--- config.mk ---
export PLATFORM = sky130hd
export DESIGN_NAME = kli_cell
export DESIGN_NICKNAME = d
export VERILOG_FILES = /design/src/hdl/keyframe_linear_interpolator_defines.svh /design/src/hdl/kli_pkg.sv /design/src/hdl/kli_cell.sv
export SDC_FILE = /design/constraint.sdc
export NUM_CORES = 1
export LEC_CHECK = 0
export ABC_AREA = 0
export BUFFER_PORTS_ARGS = -buffer_cell sky130_fd_sc_hd__buf_2
export CAP_MARGIN = 20
export CORE_AREA = 2 2 229 231
export CTS_BUF_LIST = sky130_fd_sc_hd__clkbuf_8
export DETAILED_ROUTE_END_ITERATION = 16
export DIE_AREA = 0 0 231 233
export SLEW_MARGIN = 20
export SYNTH_ARGS = -nofsm -noshare
export SYNTH_HDL_FRONTEND = slang
export SYNTH_SLANG_ARGS = --single-unit
export TNS_END_PERCENT = 50
--- constraint.sdc ---
create_clock -name i_clk -period 2.2 [get_ports i_clk]
set_input_delay 0 -clock i_clk [delete_from_list [all_inputs] [get_ports i_clk]]
set_output_delay 0 -clock i_clk [all_outputs]
set_load 0.02 [all_outputs]
--- src/hdl/keyframe_linear_interpolator_defines.svh ---
// ----------------------------------------------------------------------------
// keyframe_linear_interpolator_defines
// Assertion macros shared by the keyframe interpolator.
// ----------------------------------------------------------------------------
`ifndef KEYFRAME_LINEAR_INTERPOLATOR_DEFINES_SVH
`define KEYFRAME_LINEAR_INTERPOLATOR_DEFINES_SVH

// same-cycle implication, disabled during reset
`define KLI_ASSERT_IMPL(label, clk, rst_n, ante, cons, msg) \
    label: assert property (@(posedge clk) disable iff (!rst_n) (ante) |-> (cons)) \
        else $error(msg);

// next-cycle implication, disabled during reset
`define KLI_ASSERT_NEXT(label, clk, rst_n, ante, cons, msg) \
    label: assert property (@(posedge clk) disable iff (!rst_n) (ante) |=> (cons)) \
        else $error(msg);

`endif

--- src/hdl/kli_pkg.sv ---
// ----------------------------------------------------------------------------
// kli_pkg
// Types and constants of the keyframe interpolator.
// ----------------------------------------------------------------------------
package kli_pkg;

    localparam int DATA_W      = 32;
    localparam int KEY_COUNT_W = 5;
    localparam int WEIGHT_W    = 17;   // weight lies in [0, 65536]
    localparam int DIV_STEPS   = 17;
    localparam int DIV_CNT_W   = 5;

    localparam logic CMD_LOAD   = 1'b0;
    localparam logic CMD_SAMPLE = 1'b1;

    localparam logic [0:0] REG_KEY_COUNT    = 1'b0;
    localparam logic [0:0] REG_STATIC_VALUE = 1'b1;

    // query token walking down the cell chain
    typedef struct packed {
        logic              valid;
        logic              done;    // result already known, in res_v
        logic              found;   // enclosing segment latched
        logic [DATA_W-1:0] t;
        logic [DATA_W-1:0] prev_t;  // entry of the upstream cell
        logic [DATA_W-1:0] prev_v;
        logic [DATA_W-1:0] res_v;
        logic [DATA_W-1:0] t0;
        logic [DATA_W-1:0] v0;
        logic [DATA_W-1:0] t1;
        logic [DATA_W-1:0] v1;
    } t_token;

endpackage

--- src/hdl/kli_cell.sv ---
// ----------------------------------------------------------------------------
// kli_cell
// One keyframe entry plus one stage of the query token chain.
// ----------------------------------------------------------------------------
module kli_cell import kli_pkg::*; #(
    parameter int K  = 0,
    parameter int CW = 5
) (
    input  logic                     i_clk,
    input  logic                     i_rst_n,
    input  logic                     i_wr,
    input  logic [DATA_W-1:0]        i_key_time,
    input  logic [DATA_W-1:0]        i_key_value,
    input  logic [CW-1:0]            i_n,
    input  t_token                   i_tok,
    output t_token                   o_tok
);

    localparam logic [CW-1:0] K_IDX  = CW'(K);
    localparam logic [CW-1:0] K_NEXT = CW'(K + 1);

    logic [DATA_W-1:0] r_time;
    logic [DATA_W-1:0] r_value;
    t_token            r_tok;
    t_token            n_tok;
    logic              w_active;
    logic              w_last;

    always_ff @(posedge i_clk) begin
        if (i_wr) begin
            r_time  <= i_key_time;
            r_value <= i_key_value;
        end
    end

    assign w_active = (K_IDX < i_n);
    assign w_last   = (K_NEXT == i_n);

    always_comb begin
        n_tok = i_tok;
        if (i_tok.valid && !i_tok.done && w_active) begin
            if (K == 0 && $signed(i_tok.t) <= $signed(r_time)) begin
                n_tok.done  = 1'b1;
                n_tok.res_v = r_value;
            end else if (w_last && $signed(i_tok.t) >= $signed(r_time)) begin
                n_tok.done  = 1'b1;
                n_tok.res_v = r_value;
            end else begin
                if (K != 0 && !i_tok.found &&
                    $signed(i_tok.prev_t) <= $signed(i_tok.t) &&
                    $signed(i_tok.t) <= $signed(r_time)) begin
                    n_tok.found = 1'b1;
                    n_tok.t0    = i_tok.prev_t;
                    n_tok.v0    = i_tok.prev_v;
                    n_tok.t1    = r_time;
                    n_tok.v1    = r_value;
                end
                // no segment anywhere: fall back to the last value
                if (w_last && !n_tok.found) begin
                    n_tok.done  = 1'b1;
                    n_tok.res_v = r_value;
                end
            end
        end
        n_tok.prev_t = r_time;
        n_tok.prev_v = r_value;
    end

    always_ff @(posedge i_clk) begin
        if (!i_rst_n) begin
            r_tok <= '0;
        end else begin
            r_tok <= n_tok;
        end
    end

    assign o_tok = r_tok;

endmodule

==> results by group, run 1 <==
Cells and area
  • Final Util: 0.358
  • Finished Layout Cells: 2431
  • Register area: 7110 sq um
  • Area delta synth->final: 82.4%
  • Layout cell share with drive strength beyond 1: 0.381
  • Fill cells: 4909
  • Area occupied by multi-input gates: 2730 sq um
  • Nets: 2073

Pwr
  • Comb power frac: 0.152
  • Power Density: 768 nW/um^2
  • Pint: 10.4 mW
  • Clk network pwr share: 0.382
  • Sw Share: 0.258
  • Power, Total: 14.1 mW
  • Peak supply drop: 438 uV
  • Switching pwr: 3.63 mW
  • Seq pwr share: 0.466
  • Leakage: 9.10 nW

Setup path
  • CP Class: flop to flop
  • Worst EP required: 2730 ps
  • Worst EP arrival: 2940 ps
  • Worst setup SP type: flop
  • CP endpoint kind: flop
  • Critical path peak fanout: 7
  • Slowest CP cell: edfxtp_1
  • Worst reg-to-reg setup slack: -210 ps
  • FF-to-FF Start: r_time[31]$_DFFE_PP_
  • Critical path cell sequence: inv_1 -> ha_4 -> nand4_1 -> buf_4 -> nor3_2 -> a211oi_2 -> and3_4 -> a311oi_4 -> buf_12 -> buf_16 -> mux2i_4
  • CP max stage delay: 350 ps
  • CP startpoint: r_time[31]$_DFFE_PP_
  • RR Endpoint: o_tok[146]$_SDFF_PN0_
  • Worst r2r path cells: 11

Floorplan
  • Rows: 83
  • Die ar.: 53800 sq um
  • Die Width: 231 um
  • Die height: 233 um
  • Core footprint: 51100 sq um
  • I/O pins: 590
  • Initial core utilization: 0.196

GRT
  • All-Layer GR Usage: 0.131
  • Remaining Overflow, GRT: 0
  • Number of global-route vias before repair: 9810
  • First-pass GRT wire length: 53900 um
  • Initial antenna violation count: 4
  • Largest net degree at the start of global routing: 85

CTS
  • CTS tree: done
  • # clock sinks: 323
  • H-tree Lvls: 2
  • Root Buffer Master: clkbuf_8
  • Clock Path Buffers: 3
  • Clock Latency Late Sink: 610 ps
  • Num CTS Buffers: 54
  • Clock transition at the registers of the reported paths: 70 ps

Synth
  • Ys async rst share: 0
  • Post-synth EDFFs: 64
  • Sequential area share after synthesis: 0.708
  • Syn avg cell area: 12.6 sq um
  • Synth Instances: 799
  • #FFs+latches synth: 323
  • Post-Syn Nets: 1162
  • Mapped Area: 10000 sq um
  • Yosys cell types: 32
  • Predominant post-synthesis flop cell: dfxtp_1
  • Synth warn: 0

STA
  • Final setup vio count: 33
  • Fin. Hold Viols: 0
  • FMAX: 0.415 GHz
  • RSZ-0062 raised after global routing: true
  • Final-report max-slew violation count: 0
  • Final worst clock skew: 16.9 ps
  • Final worst path period share: 1.09
  • Tmin final: 2410 ps
  • Post-route setup slack: -208 ps
  • Worst-Margin Slew: 506 ps
  • Slew margin rel.: 0.663
  • Hold Worst Slack: 93.2 ps

Route
  • 1st-iter DRT viols: 228
  • WL final: 37100 um
  • Drt wl/cell: 15.3 um
  • DR vias/cell: 3.70
  • Drc violations: 0
  • Routed Antenna Nets: 0
  • Iteration count of the initial detailed-routing pass: 4
  • Vias: 8991

Min path
  • Hold path cells: 2
  • Hold endpoint: r_value[1]$_DFFE_PP_
  • HP Start: i_key_value[1]
  • Hold Crit Class: input port to flop

Flow run
  • Max cap viols: 0

Placed design
  • Inst Count DP: 2002
  • GP Congestion: 0.816
  • DP HPWL: 24200 um
  • Port Buffers: 525

Outcome
  • Failing checks: setup timing
  • Status: finished with violations
## worst max path at each step
stage	end	slack [ps]	cells after the start
after global routing	o_tok[146]$_SDFF_PN0_	-340	10
after CTS	o_tok[148]$_SDFF_PN0_	-200	11
final	o_tok[146]$_SDFF_PN0_	-210	11
after floorplan	o_tok[130]$_SDFF_PN0_	30	9
after global placement	o_tok[133]$_SDFF_PN0_	-540	9
after detailed placement	o_tok[135]$_SDFF_PN0_	-600	9
## what timing repair did
item	CTS	global route
resized for setup	21	9
hold buffers	325	0
endpoints found under the hold margin	288	0
setup buffers	5	1
cloned	1	0
endpoints found under the setup margin	33	33
pin swaps	12	6
## synth_stat cells (all sizes together), types with 5 or more instances
master | count | area share
nand3 | 5 | 0.0025
and2 | 194 | 0.12
ha | 32 | 0.040
dfxtp | 259 | 0.52
clkbuf | 29 | 0.011
nand4 | 7 | 0.0044
nand2 | 69 | 0.026
edfxtp | 64 | 0.19
mux2i | 32 | 0.032
inv | 66 | 0.025
a21oi | 14 | 0.0070
## sequential cells by signal (all words and copies together), names as in the netlist
name,cells
o_tok,259
r_time,32
r_value,32
## layout by cell type, fill, tap and decap left out, types with 2 or more instances in the layout
cell,instances
a211oi_2,2
a21o_1,3
a21oi_1,12
a21oi_2,2
and2_1,194
buf_12,5
buf_16,2
buf_2,523
buf_4,29
buf_6,3
bufinv_16,2
clkbuf_8,66
clkinv_2,5
dfxtp_1,259
dlygate4sd3_1,325
edfxtp_1,64
ha_1,24
ha_4,8
inv_1,82
inv_2,5
mux2i_1,31
nand2_1,69
nand3_1,4
nand4_1,7
nor3_2,2
o21ai_1,2
## critical path: cells and delay by family (launching register included)
family | cells | cell delay (ps)
flops | 1 | 350
simple gates | 3 | 470
mux | 1 | 220
fa+ha+maj | 1 | 270
buf+inv | 4 | 580
compound gates | 2 | 430
## layout make-up
class	instances	share of cell area
diodes	1	0.000137
clock buffers	66	0.0496
clock inverters	30	0.00984
inverters	66	0.0135
multi-input cells	378	0.149
flip-flops and latches	323	0.388
well taps	680	0.0465
repair buffers	887	0.343
## power groups by stage
| stage | registers [mW] | clock network (mW) | logic (mW) |
|---|---|---|---|
| after floorplan | 7.04 | 0 | 0.427 |
| after global placement | 6.67 | 0 | 1.58 |
| after detailed placement | 6.67 | 0 | 1.60 |
| after CTS | 6.55 | 5.55 | 2.12 |
| after global routing | 6.58 | 5.85 | 2.31 |
| final | 6.55 | 5.37 | 2.14 |
## per-stage QoR
stage / area (sq um) / setup TNS [ps] / worst slack, ps
after floorplan: 10100 / 0 / 26.0
after global placement: 13700 / -17340 / -539
after detailed placement: 13700 / -18780 / -596
after CTS: 18200 / -5550 / -202
after global routing: 18300 / -10020 / -340
final: 18300 / -5200 / -208
## layer usage
layer	wire length (um)	part of all wire	track usage
met1	14200	0.38	0.141
met3	3120	0.084	0.0439
met4	1190	0.032	0.0538
met5	41	0.0011	0
met2	18500	0.50	0.236
## logic make-up (layout without fill, tap and decap cells)
kind of cell,count (synthesis),count (layout),share of synthesized area
adders and majority gates,32,32,0.0399
muxes,32,32,0.0319
other,0,1,0
buffers and inverters,98,1049,0.0389
and+or+nand+nor,285,285,0.160
DFF,323,323,0.708
AOI/OAI and AO/OA,29,29,0.0213
No activity file was read; power rests on OpenSTA's default activity.
==> inputs of run 2 (changes only) <==
- BUFFER_PORTS_ARGS: -buffer_cell sky130_fd_sc_hd__buf_2 -> default
- DONT_BUFFER_PORTS: default -> 1
==> run 2 against run 1 <==
  * The flow now stops in clock tree synthesis
  * Synthesized cell count did not move
  * Synthesized area did not move
==> results by group, run 2 <==
Placed design
  • Inst Count DP: 1463 (-27%)
  • DP HPWL: 20700 um (-15%)
  • Port Buffers: 0 (-100%)
  • GP Congestion: 0.748 (-8.2%)

Floorplan
  • Rows: 83 (unchanged)
  • Die height: 233 um (unchanged)
  • Die Width: 231 um (unchanged)
  • I/O pins: 590 (unchanged)
  • Initial core utilization: 0.196 (unchanged)

CTS
  • H-tree Lvls: 2 (unchanged)
  • Root Buffer Master: clkbuf_8
  • Post-CTS Resized: 15 (-29%)
  • # clock sinks: 323 (unchanged)
  • Post-CTS Hold Buffers: 316 (-2.8%)
  • Post CTS Setup Buffer Count: 2 (-3)
  • Num CTS Buffers: 56 (+3.7%)
  • Clock Path Buffers: 3 (unchanged)

Synth
  • Adder-cell share of the synthesized area: 0.0399 (unchanged)
  • Largest family of logic cells by synthesized area: simple AND/OR/NAND/NOR gates
  • Sequential area share after synthesis: 0.708 (unchanged)
  • Post-Syn Nets: 1162 (unchanged)
  • Synth Area in XOR/XNOR: 0 (unchanged)
  • Post-Synth Simple-Gate Area: 0.160 (unchanged)
  • Synth warn: 0 (unchanged)
  • Post-synth EDFFs: 64 (unchanged)
  • Cell taking the most area after synthesis: dfxtp_1
  • #FFs+latches synth: 323 (unchanged)
  • Yosys cell types: 32 (unchanged)
  • Most area-consuming cells after synthesis: dfxtp_1 (52%), edfxtp_1 (19%), and2_1 (12%), ha_1 (4.0%), mux2i_1 (3.2%)
  • Predominant post-synthesis flop cell: dfxtp_1
  • Mapped Area: 10000 sq um (unchanged)
  • Mux share of post-synthesis cell area: 0.0319 (unchanged)
  • Count leader, synth: dfxtp_1
  • Compound-cell area share of the yosys netlist: 0.0213 (unchanged)
  • Ys async rst share: 0 (unchanged)
  • Commonest cells in the netlist: dfxtp_1 (259), and2_1 (194), nand2_1 (69), inv_1 (66), edfxtp_1 (64)
  • Synth Instances: 799 (unchanged)
  • Syn avg cell area: 12.6 sq um (unchanged)
  • Top-area cell type share of the netlist area: 0.517 (unchanged)

Outcome
  • Status: did not finish
  • Failed at: clock tree synthesis
  • Err: [ERROR RSZ-0060] Max buffer count reached.
==> run 2: through the flow <==
stage                     setup WS [ps]  instance area, sq um  hold WS, ps
after floorplan                    26.0                 10100         98.9
after detailed placement           -591                 10900         98.9
after global placement             -514                 10900         98.9
==> run 2: kinds of logic after synthesis <==
kind of cell	Yosys count
simple gates	285
compound gates	29
mux	32
buf+inv	98
fa+ha+maj	32
flops	323
==> inputs of run 3 (changes only) <==
- CORE_AREA: 2 2 229 231 -> 2 2 228 230
- CTS_BUF_LIST: sky130_fd_sc_hd__clkbuf_8 -> default
- DIE_AREA: 0 0 231 233 -> 0 0 230 232
- PLACE_DENSITY_LB_ADDON: default -> 0.15
- clock period: 2.2 -> 2.9 ns (I/O delays scaled with it)
==> run 3 against run 2 <==
  * The flow again stops in clock tree synthesis
  * Synthesized cell count stayed put
  * Synthesized area unchanged
==> results by group, run 3 <==
Placed design
  • Cell Area, Placed: 10800 sq um (-0.78%)
  • DP HPWL: 21000 um (+1.8%)
  • Port Buffers: 0 (unchanged)
  • GP Congestion: 0.745 (-0.43%)
  • Inst Count DP: 1452 (-0.75%)

Synth
  • Predominant post-synthesis flop cell: dfxtp_1
  • Commonest cells in the netlist: dfxtp_1 (259), and2_1 (194), nand2_1 (69), inv_1 (66), edfxtp_1 (64)
  • Post-synth EDFFs: 64 (unchanged)
  • Synth Instances: 799 (unchanged)
  • Post-Synth Simple-Gate Area: 0.160 (unchanged)
  • Mapped Area: 10000 sq um (unchanged)
  • Synth Area in XOR/XNOR: 0 (unchanged)
  • #FFs+latches synth: 323 (unchanged)
  • Syn avg cell area: 12.6 sq um (unchanged)
  • Yosys cell types: 32 (unchanged)
  • Most area-consuming cells after synthesis: dfxtp_1 (52%), edfxtp_1 (19%), and2_1 (12%), ha_1 (4.0%), mux2i_1 (3.2%)
  • Top-area cell type share of the netlist area: 0.517 (unchanged)
  • Compound-cell area share of the yosys netlist: 0.0213 (unchanged)
  • Post-Syn Nets: 1162 (unchanged)
  • Largest family of logic cells by synthesized area: simple AND/OR/NAND/NOR gates
  • Sequential area share after synthesis: 0.708 (unchanged)
  • Synth warn: 0 (unchanged)
  • Adder-cell share of the synthesized area: 0.0399 (unchanged)
  • Mux share of post-synthesis cell area: 0.0319 (unchanged)
  • Ys async rst share: 0 (unchanged)
  • Count leader, synth: dfxtp_1
  • Cell taking the most area after synthesis: dfxtp_1

CTS
  • # clock sinks: 323 (unchanged)
  • Num CTS Buffers: 38 (-32%)
  • Post CTS Setup Buffer Count: 0 (-2)
  • Post-CTS Resized: 0 (-15)
  • Root Buffer Master: clkbuf_16
  • Post-CTS Hold Buffers: 306 (-3.2%)
  • Clock Path Buffers: 3 (unchanged)
  • H-tree Lvls: 2 (unchanged)

Floorplan
  • Die Width: 230 um (-0.43%)
  • I/O pins: 590 (unchanged)
  • Die height: 232 um (-0.43%)
  • Rows: 83 (unchanged)
  • Initial core utilization: 0.197 (+0.000802)

Outcome
  • Failed at: clock tree synthesis
  • Status: did not finish
  • Err: [ERROR RSZ-0060] Max buffer count reached.
[run 3: cell counts after synthesis]
Identical to the previous run, type by type.
[run 3: logic make-up after synthesis]
group | Yosys count
DFF | 323
and+or+nand+nor | 285
buffers and inverters | 98
muxes | 32
adders and majority gates | 32
AOI/OAI and AO/OA | 29
[run 3: metrics by stage]
stage	setup slack (ps)	utilization
detailed placement	256	0.212
global placement	297	0.212
floorplan	690	-
