==> src/hdl/keyframe_linear_interpolator_defines.svh <==
// ----------------------------------------------------------------------------
// keyframe_linear_interpolator_defines
// Assertion macros shared by the keyframe interpolator.
// ----------------------------------------------------------------------------
`ifndef KEYFRAME_LINEAR_INTERPOLATOR_DEFINES_SVH
`define KEYFRAME_LINEAR_INTERPOLATOR_DEFINES_SVH

// same-cycle implication, disabled during reset
`define KLI_ASSERT_IMPL(label, clk, rst_n, ante, cons, msg) \
    label: assert property (@(posedge clk) disable iff (!rst_n) (ante) |-> (cons)) \
        else $error(msg);

// next-cycle implication, disabled during reset
`define KLI_ASSERT_NEXT(label, clk, rst_n, ante, cons, msg) \
    label: assert property (@(posedge clk) disable iff (!rst_n) (ante) |=> (cons)) \
        else $error(msg);

`endif

==> src/hdl/kli_pkg.sv <==
// ----------------------------------------------------------------------------
// kli_pkg
// Types and constants of the keyframe interpolator.
// ----------------------------------------------------------------------------
package kli_pkg;

    localparam int DATA_W      = 32;
    localparam int KEY_COUNT_W = 5;
    localparam int WEIGHT_W    = 17;   // weight lies in [0, 65536]
    localparam int DIV_STEPS   = 17;
    localparam int DIV_CNT_W   = 5;

    localparam logic CMD_LOAD   = 1'b0;
    localparam logic CMD_SAMPLE = 1'b1;

    localparam logic [0:0] REG_KEY_COUNT    = 1'b0;
    localparam logic [0:0] REG_STATIC_VALUE = 1'b1;

    // query token walking down the cell chain
    typedef struct packed {
        logic              valid;
        logic              done;    // result already known, in res_v
        logic              found;   // enclosing segment latched
        logic [DATA_W-1:0] t;
        logic [DATA_W-1:0] prev_t;  // entry of the upstream cell
        logic [DATA_W-1:0] prev_v;
        logic [DATA_W-1:0] res_v;
        logic [DATA_W-1:0] t0;
        logic [DATA_W-1:0] v0;
        logic [DATA_W-1:0] t1;
        logic [DATA_W-1:0] v1;
    } t_token;

endpackage

==> src/hdl/kli_divider.sv <==
// ----------------------------------------------------------------------------
// kli_divider
// Restoring divider for the segment weight, one quotient bit per cycle.
// ----------------------------------------------------------------------------
module kli_divider import kli_pkg::*; (
    input  logic                i_clk,
    input  logic                i_rst_n,
    input  logic                i_start,
    input  logic [DATA_W-1:0]   i_num,   // t - t0, never above i_den
    input  logic [DATA_W-1:0]   i_den,   // t1 - t0
    output logic                o_done,
    output logic [WEIGHT_W-1:0] o_weight
);

    logic                 r_active;
    logic                 r_done;
    logic [DIV_CNT_W-1:0] r_cnt;
    logic [DATA_W:0]      r_rem;
    logic [DATA_W-1:0]    r_den;
    logic [WEIGHT_W-1:0]  r_q;
    logic                 w_ge;
    logic [DATA_W:0]      w_diff;

    assign w_ge   = (r_rem >= {1'b0, r_den});
    assign w_diff = w_ge ? (r_rem - {1'b0, r_den}) : r_rem;

    always_ff @(posedge i_clk) begin
        if (!i_rst_n) begin
            r_active <= 1'b0;
            r_done   <= 1'b0;
            r_cnt    <= '0;
        end else begin
            r_done <= 1'b0;
            if (i_start) begin
                if (i_den == '0) begin
                    r_done <= 1'b1;
                end else begin
                    r_active <= 1'b1;
                    r_cnt    <= DIV_CNT_W'(DIV_STEPS);
                end
            end else if (r_active) begin
                r_cnt <= r_cnt - 1'b1;
                if (r_cnt == DIV_CNT_W'(1)) begin
                    r_active <= 1'b0;
                    r_done   <= 1'b1;
                end
            end
        end
    end

    always_ff @(posedge i_clk) begin
        if (i_start) begin
            r_rem <= {1'b0, i_num};
            r_den <= i_den;
            r_q   <= '0;
        end else if (r_active) begin
            // remainder stays below the divisor, so the doubling fits
            r_rem <= {w_diff[DATA_W-1:0], 1'b0};
            r_q   <= {r_q[WEIGHT_W-2:0], w_ge};
        end
    end

    assign o_done   = r_done;
    assign o_weight = r_q;

endmodule

==> config.mk <==
export PLATFORM = sky130hd
export DESIGN_NAME = kli_divider
export DESIGN_NICKNAME = d
export VERILOG_FILES = /design/src/hdl/keyframe_linear_interpolator_defines.svh /design/src/hdl/kli_pkg.sv /design/src/hdl/kli_divider.sv
export SDC_FILE = /design/constraint.sdc
export NUM_CORES = 1
export LEC_CHECK = 0
export BUFFER_PORTS_ARGS = -buffer_cell sky130_fd_sc_hd__buf_2
export CORE_MARGIN = 2
export CORE_UTILIZATION = 58
export CTS_CLUSTER_SIZE = 10
export DETAILED_ROUTE_END_ITERATION = 7
export GPL_ROUTABILITY_DRIVEN = 0
export PLACE_DENSITY = 0.84
export RECOVER_POWER = 25
export REMOVE_ABC_BUFFERS = 1
export SLEW_MARGIN = 20
export SYNTH_ARGS = -nofsm -noshare
export SYNTH_HDL_FRONTEND = slang
export SYNTH_SLANG_ARGS = --single-unit
==> constraint.sdc <==
create_clock -name i_clk -period 4 [get_ports i_clk]
set_input_delay 0.6 -clock i_clk [delete_from_list [all_inputs] [get_ports i_clk]]
set_output_delay 0.6 -clock i_clk [all_outputs]
set_load 0.02 [all_outputs]
==> metrics.txt, run 1 <==
highest clock rate approximately 270 MHz; max cap viols 1; Num CTS Buffers 9; # hold bufs at CTS 0; post-synth top area share 34.0%; post-synthesis average cell area 10.0 um2; status finished with violations; proportion of layout cells with a drive suffix above 1 17.8%; global-route wire length before repair a little over 20 mm; maximum vdd drop 0.000244 V; CTS tree done; Netlist cell types 59; PortBufs between 80 and 90; post-DP HPWL between 9 and 10 mm; Final Util 65.6%; vias 4474; Final Setup Violations 0; Synth area leader edfxtp_1; crit end category register; failing checks capacitance limit, slew limit; post-cts gate resize count 0; ys flop type edfxtp_1; slew of the pin with the lowest slew margin 1800 ps; Worst Hold Class input port to register; Post-synth EDFFs 64; antenna-violating nets left 0; Final Hold Violating Endpoints 0; synth warn 0; # nets final 739; setup TNS 0 ps; Worst Setup SP r_rem[16]; Worst EP required 4120 ps; Final period util 93.6%; total power 3.70 mW; initial antenna violation count 0; Synth area leaders edfxtp_1 34%, dfxtp_1 8.8%, ha_1 7.5%, mux2i_1 4.1%, a21oi_1 3.2%; Syn Inst Count 563; Leak Pwr 2.70 nW; asr flop ratio synth 0%; Slew Limit Fails 87; Sink Count 89; # IOs 85; Longest Clk Path Bufs 2; Starting Density 58.7%; vias in the first global route 4425; WS Path Type register to register; pwr/cell area 586 mW/mm2; largest net degree at the start of global routing 87; ANT cells 0; crit path max fanout 18; CP Data Arrival Time 3860 ps; H-tree lvl count 3; worst skew pair latency between 300 and 400 ps; Seq cells post-synth just under 90; Vert. Die Dim approximately 100 um; Setup Fix Bufs, Post-CTS 0; Layout area overhead 11.8%; # placed instances 759; Hold Crit Start i_den[0]; Worst setup SP type register; Die ar. 0.0106 mm2; drt pass-1 iters 4; min Tclk post-route between 3000 and 4000 ps; DRT Wirelength 12.4 mm; Avg WL per Cell ~16 um; Slew Limit Headroom -19.7%; GRT overflow 0; Reg clk slew, reported paths about 100 ps; Rows 36; sequential area share after synthesis 42.8%; root buffer cell clkbuf_8; Total Routing Usage GR ~25%; detailed router's first-iteration violation count 225; synthesized cell area roughly 0.0057 mm2; Layout Cells excl Fill a little under 800; Final Skew 17.4 ps; area of the core 0.00964 mm2; Final Hold Slack 407 ps; Die Width 103 um; RR Startpoint r_rem[16]; RSZ-0062 raised after global routing no; DRC violations left 0; Vias/cell about 5.8
layout by cell type (no fill, tap or decap), types with 23 or more instances in the layout:
cell,instances
nand2_1,28
buf_2,61
a21oi_1,36
o21ai_0,26
nor2_1,43
mux2i_1,23
edfxtp_1,64
inv_1,44
dfxtp_1,25
ha_1,34
logic make-up after synthesis:
| kind of cell | count (synthesis) | share of synthesized area (%) |
|---|---|---|
| AO/OA/AOI/OAI | 127 | 14.6 |
| XOR/XNOR | 25 | 3.87 |
| adder cells (fa/ha/maj) | 35 | 7.88 |
| buffers and inverters | 71 | 5.40 |
| flip-flops | 89 | 42.8 |
| multiplexers | 46 | 9.18 |
| AND/OR/NAND/NOR | 170 | 16.3 |
layer usage:
metal / GRT usage, % / wire [um]
met3: 4.81 / 693
met1: 32.7 / 5550
met4: 6.88 / 201
met5: 0 / 0
met2: 41.6 / 5960
synthesized netlist by cell type, types with 6 or more instances:
library cell / instances
edfxtp_1: 64
inv_1: 44
mux2i_1: 23
a21o_1: 22
nand3_1: 9
nor4b_1: 6
mux2_2: 15
nor2_1: 43
o21ai_0: 26
nor3_1: 13
clkbuf_1: 14
nor3b_1: 7
xor2_1: 7
xnor2_1: 18
nor4_1: 16
a21oi_1: 36
nor2b_1: 14
dfxtp_1: 25
nand2_1: 28
nand4_1: 8
buf_2: 6
ha_1: 34
mux2_4: 8
power by group:
part           switching (mW)  leakage [nW]  internal (mW)
Clock                   0.363         0.101          0.257
Sequential             0.0850         0.838           1.18
Combinational           0.977          1.76          0.837
stage by stage:
stage	setup slack [ps]	instance area, um2
CTS	278	6350
global route	29.3	6320
global placement	445	6160
floorplan	447	5520
detailed placement	321	6160
finish	254	6320
critical path, cell delays in order, from the launching register on:
cell      delay (ps)
edfxtp_1         410
ha_1             440
nand2_1           80
o21ai_0          430
nor2_1           120
or2_2            320
nor3_2           310
or2_1            540
buf_12           250
mux2_4           310
mux2_2           260
cell type report:
cell class	instances	area, um2
multi-input cells	403	2930
inverters	44	165
flip-flops and latches	89	2420
clock buffers	10	138
fillers	815	3320
well taps	133	166
repair buffers	90	450
clock inverters	6	52.6
worst paths after layout:
check | cells past startpoint | end | slack [ps]
max | 10 | r_rem[21] | 250
min | 1 | r_den[0] | 410
max reg2reg | 10 | r_rem[21] | 250
min reg2reg | 2 | o_weight[16] | 510
state kept, by name (all words and copies together), names as in the netlist:
signal,cells
r_active,1
o_weight,17
o_done,1
r_rem,33
r_cnt,5
r_den,32
Power figures use the tool's default switching activity.
==> inputs of run 2 (changes only) <==
clock period = 4.17 ns   (was 4 ns; I/O delays follow)
==> run 2 against run 1 <==
Effect of this change:
- via count grew 2.2%
- register-to-register slack gained 310 ps
- sequential power shrank 4%
- sequential cell count is the same
- largest cell class unchanged
- global-route usage grew 0.26 points
- the flow still finishes with violations (capacitance limit, slew limit)
- sequential share of layout area is essentially flat
==> metrics.txt, run 2 (synthesis results as in run 1) <==
status finished with violations; failing checks capacitance limit, slew limit; Longest Clk Path Bufs 2 (unchanged); max cap viols 1 (unchanged); Sink Count 89 (unchanged); PortBufs 84 (unchanged); Post-Place Worst Slack 594 ps (+273 ps); NetSw 1.37 mW (-4.2%); commonest non-fill, non-tap cell in the layout buf_2; Slew Limit Fails 77 (-11%); setup TNS 0 ps (unchanged); Num CTS Buffers 9 (unchanged); Die Width 103 um (unchanged); Worst setup SP type register; highest clock rate 277 MHz (+3.9%); vias 4573 (+2.2%); GRT overflow 0 (unchanged); worst skew pair latency 380 ps (about the same); initial antenna violation count 0 (unchanged); CTS tree done; Setup Fix Bufs, Post-CTS 0 (unchanged); Net Sw Frac 38.3% (-0.20 points); Die ar. 0.0106 mm2 (unchanged); Clock power frac 17.0% (+0.3 points); reg-to-reg endpoint r_rem[8]; DRC violations left 0 (unchanged); reg2reg setup slack 570 ps (+310 ps); Starting Density 58.7% (unchanged); Avg WL per Cell 16.2 um (+1.0%); hold path endpoint r_den[5]; Reg with most FFs r_rem; WS Path Type register to register; # IOs 85 (unchanged); most frequent cells in the layout 65 x buf_2, 64 x edfxtp_1, 44 x inv_1; H-tree lvl count 3 (unchanged); post-DP HPWL 9.16 mm (+0.13%); worst setup margin 566 ps (+312 ps); global-route wire length before repair 20.6 mm (+0.81%); Final Setup Violations 0 (unchanged); post-cts gate resize count 0 (unchanged); slew of the pin with the lowest slew margin 1550 ps (-247 ps); Vias/cell 5.91 (+2.3%); # hold bufs at CTS 0 (unchanged); Leak Pwr 2.70 nW (+0.22%); max FFs per register 33 (unchanged); vias in the first global route 4391 (-0.77%); min Tclk post-route 3600 ps (-142 ps); pwr/cell area 564 mW/mm2 (-3.7%); RSZ-0062 raised after global routing no; antenna-violating nets left 0 (unchanged); RR Startpoint r_rem[8]; Worst EP required 4300 ps (+180 ps); Reg clk slew, reported paths 100 ps (about the same); Final Hold Slack 434 ps (+27.3 ps); Final period util 86.4% (-7.2 points); Hold Crit Start i_den[5]; ANT cells 0 (unchanged); Comb pwr share 48.6% (-0.4 points); # nets final 738 (-0.14%); crit path max fanout 9 (-9); total power 3.57 mW (-3.7%); Final Util 65.6% (about the same); drt pass-1 iters 5 (+1); hold-critical path depth 1 (unchanged); Slew Limit Headroom -3.26% (+16 points); Worst Hold Class input port to register; crit end category register; root buffer cell clkbuf_8; Vert. Die Dim 103 um (unchanged); Rows 36 (unchanged); largest net degree at the start of global routing 77 (-11%); sequential power share 34.3% (about the same); Total Routing Usage GR 24.9% (+0.26 points); FF-to-FF path depth 10 (unchanged); CP Data Arrival Time 3740 ps (-120 ps); Internal Power 2.20 mW (-3.4%); Final Hold Violating Endpoints 0 (unchanged); proportion of layout cells with a drive suffix above 1 18.1% (+0.34 points); DRT Wirelength 12.5 mm (+0.90%); Final Skew 14.1 ps (-3.32 ps); Layout area overhead 11.9% (about the same); maximum vdd drop 0.000222 V (-8.8%); detailed router's first-iteration violation count 256 (+14%); area of the core 0.00964 mm2 (unchanged)
-- run 2: area by class of cell --
type	instances	area, um2
clock inverters	5	43.8
repair buffers	89	448
fillers	804	3310
well taps	133	166
inverters	44	165
flip-flops and latches	89	2420
multi-input cells	403	2930
clock buffers	11	153
-- run 2: worst max path at each step --
stage | from | endpoint | cells after the start
2_1_floorplan | r_rem[16] | r_rem[4] | 9
3_3_place_gp | r_rem[16] | r_rem[7] | 10
3_5_place_dp | r_rem[8] | r_rem[8] | 10
4_1_cts | r_rem[8] | r_rem[8] | 10
5_1_grt | r_rem[8] | r_rem[8] | 10
6_report | r_rem[8] | r_rem[8] | 10
-- run 2: critical path, cell delays in order, from the launching register on --
cell	delay, ps
edfxtp_1	410
ha_1	400
and3_1	230
and4_1	240
a21boi_1	370
nor4_4	110
nor3_2	330
or2_1	450
buf_4	250
mux2_4	300
mux2_2	260
-- run 2: stage by stage --
stage / instance area (um2) / std cells
2_1_floorplan: 5520 / 536
3_3_place_gp: 6150 / 758
3_5_place_dp: 6150 / 758
4_1_cts: 6350 / 774
5_1_grt: 6330 / 774
6_report: 6330 / 774
-- run 2: layer usage --
metal / track usage (%) / part of all wire (%) / vias to the layer above
li1: - / - / 2218
met1: 33.6 / 44 / 2136
met2: 40.9 / 47 / 185
met3: 3.86 / 5.8 / 34
met4: 9.62 / 2.5 / 0
met5: 0 / 0 / -
-- run 2: power by group through the flow --
| stage | logic, mW | registers (mW) | clock network (mW) |
|---|---|---|---|
| final | 1.73 | 1.22 | 0.608 |
| after global routing | 1.92 | 1.24 | 0.644 |
| after CTS | 1.72 | 1.22 | 0.612 |
| after detailed placement | 1.71 | 1.24 | 0 |
| after global placement | 1.65 | 1.23 | 0 |
| after floorplan | 1.32 | 1.21 | 0 |
==> inputs of run 3 (changes only) <==
REMOVE_ABC_BUFFERS = unset   (was 1)
==> run 3 against run 2 <==
Effect of this change:
- the run now ends clean
- sequential cell count stayed put
- utilization stayed put
- via count is 1.0% lower
- highest routed layer unchanged
- sequential share of layout area stayed put
- worst hold slack worse by 5.8 ps
- design area stayed put
==> metrics.txt, run 3 (synthesis results as in run 1) <==
pwr/cell area 564 mW/mm2 (about the same); Slew Limit Fails 0 (-100%); Worst Hold Class input port to register; maximum vdd drop 0.000270 V (+22%); setup TNS 0 ps (unchanged); crit end category register; most frequent cells in the layout 64 x edfxtp_1, 60 x buf_2, 44 x inv_1; post-cts gate resize count 0 (unchanged); Post-Syn Nets 665; post-DP HPWL 9.47 mm (+3.4%); Starting Density 58.7% (unchanged); worst skew pair latency 380 ps (about the same); initial antenna violation count 0 (unchanged); Worst setup SP type register; RSZ-0062 raised after global routing no; Rows 36 (unchanged); Die ar. 0.0106 mm2 (unchanged); reg2reg setup slack 680 ps (+110 ps); Layout Cells excl Fill 775 (+0.13%); drt pass-1 iters 5 (unchanged); Leak Pwr 2.69 nW (-0.32%); vias in the first global route 4468 (+1.8%); Total Routing Usage GR 25.1% (+0.15 points); highest clock rate 286 MHz (+3.2%); commonest non-fill, non-tap cell in the layout edfxtp_1; delay-heaviest family, CP simple AND/OR/NAND/NOR gates; Critical Path Max Stage Delay 470 ps (+20 ps); # nets final 739 (+0.14%); root buffer cell clkbuf_8; # placed instances 759 (+0.13%); status complete, no violations; crit path max fanout 33 (+24); WS Path Type register to register; max cap viols 0 (-1); min Tclk post-route 3490 ps (-110 ps); DRC violations left 0 (unchanged); # IOs 85 (unchanged); Final Setup Violations 0 (unchanged); proportion of layout cells with a drive suffix above 1 17.6% (-0.50 points); Layout area overhead 11.9% (unchanged); CTS tree done; CP Cell Sequence ha_1, nand2_1, o21ai_0, nor2_1, or2_2, nor3_2, or2_1, buf_12, mux2_2, mux2_2; H-tree lvl count 3 (unchanged); slew of the pin with the lowest slew margin 647 ps (-902 ps); DRT Wirelength 12.8 mm (+2.7%); # hold bufs at CTS 0 (unchanged); PortBufs 84 (unchanged); Worst EP required 4300 ps (about the same); vias 4525 (-1.0%); Final Skew 15.1 ps (+1.01 ps); CP Data Arrival Time 3620 ps (-120 ps); GRT overflow 0 (unchanged); max FFs per register 33 (unchanged); Final Hold Violating Endpoints 0 (unchanged); antenna-violating nets left 0 (unchanged); detailed router's first-iteration violation count 256 (unchanged); Num CTS Buffers 9 (unchanged); FILL cells 805 (+0.12%); Worst path slowest cell ha_1; ANT cells 0 (unchanged); area of the core 0.00964 mm2 (unchanged); Final period util 83.8% (-2.6 points); Vert. Die Dim 103 um (unchanged); Sink Count 89 (unchanged); most used cell, CP mux2_2; largest net degree at the start of global routing 68 (-12%); Slew Limit Headroom 56.5% (+60 points); Avg WL per Cell 16.6 um (+2.6%); Reg with most FFs r_rem; Die Width 103 um (unchanged); Longest Clk Path Bufs 2 (unchanged); Setup Fix Bufs, Post-CTS 0 (unchanged); global-route wire length before repair 20.6 mm (about the same); Vias/cell 5.84 (-1.2%); Reg clk slew, reported paths 100 ps (about the same); worst path bufs/invs 1 (unchanged)
## run 3: final cells by class
cell class / count / area (um2) / share of cell area (%)
Multi-Input combinational cell: 403 / 2930 / 46.3
Timing Repair Buffer: 90 / 452 / 7.14
Tap cell: 133 / 166 / 2.63
Clock inverter: 7 / 68.8 / 1.09
Inverter: 44 / 165 / 2.61
Clock buffer: 9 / 124 / 1.96
Sequential cell: 89 / 2420 / 38.3
## run 3: layer usage
layer,global-route usage [%],vias up,part of all wire (%)
li1,-,2222,-
met1,32.4,2154,45
met4,10.5,0,2.5
met3,4.41,27,4.5
met5,0,-,0
met2,41.8,122,48
## run 3: path summary, 6_finish.rpt
| path | cells past startpoint | startpoint | end |
|---|---|---|---|
| hold reg to reg | 2 | o_weight[0] | o_weight[0] |
| setup reg to reg | 10 | r_rem[16] | r_rem[4] |
| hold / removal | 1 | i_den[28] | r_den[28] |
| setup / recovery | 10 | r_rem[16] | r_rem[4] |
## run 3: where the power goes
part | internal (mW) | switching, mW
registers | 1.13 | 0.0868
logic | 0.801 | 0.948
clock network | 0.234 | 0.360
total | 2.17 | 1.39
## run 3: per-stage QoR
| stage | setup slack (ps) | cell area (um2) | utilization, % | power [mW] | hold WS [ps] |
|---|---|---|---|---|---|
| final | 677 | 6330 | 65.6 | 3.56 | 428 |
| after global routing | 482 | 6330 | 65.6 | 3.78 | 420 |
| after CTS | 730 | 6350 | 65.9 | 3.55 | 416 |
| after detailed placement | 772 | 6160 | 63.9 | 2.96 | 505 |
| after global placement | 887 | 6160 | 63.9 | 2.88 | 470 |
| after floorplan | 1080 | 5660 | - | 2.60 | 499 |
